### src/rtl/bsst_pkg.sv
// ----------------------------------------------------------------------------
// bsst_pkg
// Shared constants and types of the bounded set span tracker.
// ----------------------------------------------------------------------------
package bsst_pkg;

  localparam int MAX_ENTRIES = 1024;
  localparam int ADDR_W      = $clog2(MAX_ENTRIES);
  localparam int CNT_W       = 11;
  localparam int DATA_W      = 32;

  localparam logic [CNT_W-1:0]  CAP_RESET = CNT_W'(1024);
  localparam logic [CNT_W-1:0]  CNT_MAX   = CNT_W'(MAX_ENTRIES);
  localparam logic [DATA_W-1:0] GAP_RESET = '1;

  typedef enum logic [2:0] {
    ST_IDLE = 3'b001,
    ST_SCAN = 3'b010,
    ST_DONE = 3'b100
  } bsst_state_t;

  typedef struct packed {
    logic                     go;
    logic signed [DATA_W-1:0] value;
    logic [CNT_W-1:0]         count;
  } bsst_scan_req_t;

  typedef struct packed {
    logic              done;
    logic [DATA_W-1:0] gap;
  } bsst_scan_rsp_t;

endpackage

### src/rtl/bsst_gap_scan.sv
// ----------------------------------------------------------------------------
// bsst_gap_scan
// Walks the stored entries, one read a cycle, and keeps the smallest
// absolute difference between the new value and any held value.
// ----------------------------------------------------------------------------
module bsst_gap_scan
  import bsst_pkg::*;
(
  input  logic                  clk,
  input  logic                  rst_n,
  input  bsst_scan_req_t        req,
  output logic [ADDR_W-1:0]     raddr,
  input  logic [DATA_W-1:0]     rdata,
  output bsst_scan_rsp_t        rsp
);

  logic signed [DATA_W-1:0] value_r;
  logic [CNT_W-1:0]         n_r;
  logic [ADDR_W-1:0]        idx_r;
  logic                     issue_r;
  logic                     rv_r;
  logic                     rlast_r;
  logic                     gv_r;
  logic                     glast_r;
  logic [DATA_W-1:0]        gs_r;
  logic [DATA_W-1:0]        gap_r;
  logic                     done_r;

  logic                     last;
  logic signed [DATA_W:0]   d_ab;
  logic signed [DATA_W:0]   d_ba;
  logic [DATA_W-1:0]        gs_nxt;

  assign raddr = idx_r;
  assign last  = ({1'b0, idx_r} == (n_r - CNT_W'(1)));

  // exact 33-bit difference, pick the non-negative side
  assign d_ab   = {value_r[DATA_W-1], value_r} - {rdata[DATA_W-1], rdata};
  assign d_ba   = {rdata[DATA_W-1], rdata} - {value_r[DATA_W-1], value_r};
  assign gs_nxt = d_ab[DATA_W] ? d_ba[DATA_W-1:0] : d_ab[DATA_W-1:0];

  always_ff @(posedge clk) begin
    if (!rst_n) begin
      issue_r <= 1'b0;
      rv_r    <= 1'b0;
      rlast_r <= 1'b0;
      gv_r    <= 1'b0;
      glast_r <= 1'b0;
      done_r  <= 1'b0;
      idx_r   <= '0;
      gap_r   <= GAP_RESET;
    end else begin
      if (req.go) begin
        issue_r <= 1'b1;
        idx_r   <= '0;
      end else if (issue_r) begin
        idx_r <= idx_r + ADDR_W'(1);
        if (last) begin
          issue_r <= 1'b0;
        end
      end
      rv_r    <= issue_r;
      rlast_r <= issue_r && last;
      gv_r    <= rv_r;
      glast_r <= rlast_r;
      if (gv_r && (gs_r < gap_r)) begin
        gap_r <= gs_r;
      end
      done_r <= gv_r && glast_r;
    end
  end

  always_ff @(posedge clk) begin
    if (req.go) begin
      value_r <= req.value;
      n_r     <= req.count;
    end
    if (rv_r) begin
      gs_r <= gs_nxt;
    end
  end

  assign rsp.done = done_r;
  assign rsp.gap  = gap_r;

endmodule

### config.mk
export PLATFORM = sky130hd
export DESIGN_NAME = bsst_gap_scan
export DESIGN_NICKNAME = d
export VERILOG_FILES = /design/src/rtl/bsst_pkg.sv /design/src/rtl/bsst_gap_scan.sv
export SDC_FILE = /design/constraint.sdc
export NUM_CORES = 1
export LEC_CHECK = 0
export BUFFER_PORTS_ARGS = -buffer_cell sky130_fd_sc_hd__buf_4
export CAP_MARGIN = 30
export CELL_PAD_IN_SITES_DETAIL_PLACEMENT = 1
export CELL_PAD_IN_SITES_GLOBAL_PLACEMENT = 2
export CORE_UTILIZATION = 39
export DETAILED_ROUTE_END_ITERATION = 7
export GPL_TIMING_DRIVEN = 0
export PLACE_DENSITY_LB_ADDON = 0.3
export SKIP_LAST_GASP = 1
export SLEW_MARGIN = 40
export SYNTH_ARGS = -nofsm -noshare
export SYNTH_HDL_FRONTEND = slang
export SYNTH_SLANG_ARGS = --single-unit
### constraint.sdc
create_clock -name clk -period 4.6 [get_ports clk]
set_input_delay 0.69 -clock clk [delete_from_list [all_inputs] [get_ports clk]]
set_output_delay 0.69 -clock clk [all_outputs]
set_load 0.05 [all_outputs]
==> results.json <==
{
  "synthDistinctLibCells": 74,
  "cts_tree": "yes",
  "wirelength_mm": 23.1,
  "insertion_delay_ns": 0.43,
  "status": "complete, no violations",
  "finalMaxSlewViolations": 0,
  "ant_nets": 0,
  "avgSynthCellArea_sq_um": 9.36,
  "rsz0062_at_grt": "no",
  "num_rows": 54,
  "fmax_mhz": 285,
  "r2r_setup_slack_ns": 1.09,
  "post-place-ws_ns": 0.738,
  "wire_per_inst_um": 17.1,
  "postLayoutCellArea_sq_mm": 0.0105,
  "post-route-min-period_ns": 3.51,
  "placed_cell_area_sq_mm": 0.00992,
  "clk_pin_slew_worst_paths_ns": 0.07,
  "comb_power_share": 0.273,
  "nFillCells": 2515,
  "track_usage": 0.213,
  "cts-root-buf": "clkbuf_16",
  "slew_headroom": 0.459,
  "vias_per_cell": 5.25,
  "ys_seq_area_frac": 0.372,
  "drc": 0,
  "vias": 7116,
  "layout_commonest_cell": "buf_4",
  "fin_crit_sh": 0.763,
  "portBuffers": 120,
  "worstMarginPinSlew_ns": 0.809,
  "antenna_found_initial": 0,
  "holdBufCountCts": 0,
  "final-hold-violation-count": 0,
  "clock-sinks": 123,
  "htreeDepth": 4,
  "end_kind": "flip-flop",
  "start_kind": "flip-flop",
  "multi_input_area_sq_mm": 0.00482,
  "grt_pass1_vias": 7365,
  "crit_fanout": 10,
  "layout_common_cells": "buf_4, inv_1, ha_1, nand2_1, edfxtp_1",
  "hp-class": "input pin to flip-flop",
  "r2r_cells": 11,
  "async_reset_ff_frac": 0,
  "p_switching_mw": 1.20,
  "pwr_density_cell_mw_per_mm2": 355,
  "diodes": 0,
  "place_inst": 1323,
  "syn_area_sq_mm": 0.00863,
  "fin_worst_skew_ns": 0.0163,
  "reg2reg_to": "gs_r[31]",
  "gp_congestion": 0.852,
  "syn2layout_area_growth_pct": 21.9,
  "worstPathArrival_ns": 3.67,
  "synth_cells": 922,
  "fin_cells": 1355,
  "synth_top_area_frac": 0.261,
  "startpoint": "value_r[16]",
  "drt_first_pass_iters": 5,
  "setup_tns_ns": 0,
  "critPathRequiredTime_ns": 4.77,
  "final_nets": 1238,
  "drv_cap": 0,
  "ys_seq_elements": 123,
  "synth_flop_cell": "edfxtp_1",
  "leakage_nw": 5.14,
  "chipWidth_um": 151,
  "fin_ws_ns": 1.09,
  "p_seq_frac": 0.358,
  "cts_resized": 0,
  "regArea_sq_mm": 0.00321,
  "grt_max_degree": 46,
  "ys.warnings.count": 0,
  "peakVddDrop_v": 0.000235,
  "cts_buffers": 17,
  "start_util": 0.396,
  "grt_pass1_wl_mm": 37.5,
  "synth_edf_count": 75,
  "drive_gt1_frac": 0.180,
  "finalSetupViolCount": 0,
  "die-area_sq_mm": 0.0227,
  "internal_power_mw": 2.53,
  "die_h_um": 151,
  "whs_ns": 0.429,
  "syn_nets": 1098,
  "post_cts_buffers": 0,
  "p_sw_frac": 0.323,
  "cts_max_path_buffers": 2,
  "drt-initial-drc-count": 328,
  "crit_path_end": "gs_r[31]",
  "critical_path_class": "flip-flop to flip-flop",
  "grt.overflow.total": 0,
  "core_area_sq_mm": 0.0218,
  "synthTopCellsByArea": "edfxtp_1, ha_1, dfxtp_1, mux2i_1, inv_1",
  "pin_count": 121,
  "synth_area_leader_cell": "edfxtp_1",
  "reg2reg_from": "value_r[16]",
  "dpl.hpwl_mm": 17.8,
  "p_clk_frac": 0.369
}
## routing by layer
| metal | vias to the layer above | share of wire | global-route usage |
|---|---|---|---|
| li1 | 3531 | - | - |
| met1 | 3408 | 0.45 | 0.268 |
| met2 | 147 | 0.49 | 0.372 |
| met3 | 30 | 0.035 | 0.0333 |
| met4 | 0 | 0.018 | 0.0670 |
| met5 | - | 0 | 0 |
## kinds of logic after synthesis
kind of cell,count (synthesis),share of synthesized area
buffers and inverters,148,0.0698
adder cells (fa/ha/maj),98,0.144
XOR/XNOR,49,0.0498
multiplexers,50,0.0590
AND/OR/NAND/NOR,225,0.128
AO/OA/AOI/OAI,229,0.177
flip-flops,123,0.372
## through the flow
stage                     power, mW   util
after global placement         2.35  0.454
after floorplan                2.05      -
after global routing           3.92  0.483
final                          3.74  0.483
after CTS                      3.77  0.483
after detailed placement       2.37  0.456
## cell usage after synthesis (10+ instances only)
cell      count
ha_1         96
a31oi_1      10
inv_1       109
or3_1        10
xnor2_1      26
buf_2        19
nor2b_1      16
edfxtp_1     75
nand3_1      11
o21a_1       12
clkbuf_1     16
nand2b_1     13
dfxtp_1      48
nand2_1      76
o21ai_1      13
a21o_1       19
mux2i_1      46
o21ai_0      39
xor2_1       23
a21oi_1      65
nand4_1      18
nor2_1       48
## state kept, by name (all words and copies together), names as in the netlist
register and cells:
glast_r 1, gv_r 1, done_r 1, issue_r 1, value_r 32, gs_r 32, rv_r 1, gap_r 32
n_r 11, rlast_r 1, raddr 10
## worst min path at each step
stage | startpoint | end | cells past startpoint
2_1_floorplan | rlast_r | glast_r | 1
3_3_place_gp | rlast_r | glast_r | 1
3_5_place_dp | rlast_r | glast_r | 1
4_1_cts | req[36] | value_r[25] | 1
5_1_grt | req[39] | value_r[28] | 1
6_report | req[35] | value_r[24] | 1
## worst max-delay path, stage by stage, from the launching register on
cell	delay, ns
edfxtp_1	0.39
ha_1	0.29
clkbuf_1	0.39
nand4_1	0.43
nor3_1	0.39
o311ai_0	0.25
nand3_1	0.19
o31ai_1	0.14
o21bai_1	0.23
nand2_1	0.11
a41o_1	0.24
a22o_1	0.19
## cell type report
| cell class | count | area share |
|---|---|---|
| inverters | 109 | 0.0389 |
| multi-input cells | 651 | 0.459 |
| clock buffers | 22 | 0.0472 |
| well taps | 280 | 0.0333 |
| repair buffers | 121 | 0.0883 |
| clock inverters | 10 | 0.00952 |
| plain buffers | 39 | 0.0183 |
| flip-flops and latches | 123 | 0.306 |
## power by group through the flow
stage	sequential (mW)	clock [mW]	combinational (mW)
3_5_place_dp	1.36	0	1.01
2_1_floorplan	1.38	0	0.674
3_3_place_gp	1.36	0	0.986
5_1_grt	1.35	1.45	1.12
6_report	1.34	1.38	1.02
4_1_cts	1.34	1.41	1.02
No activity file was read; power rests on OpenSTA's default activity.
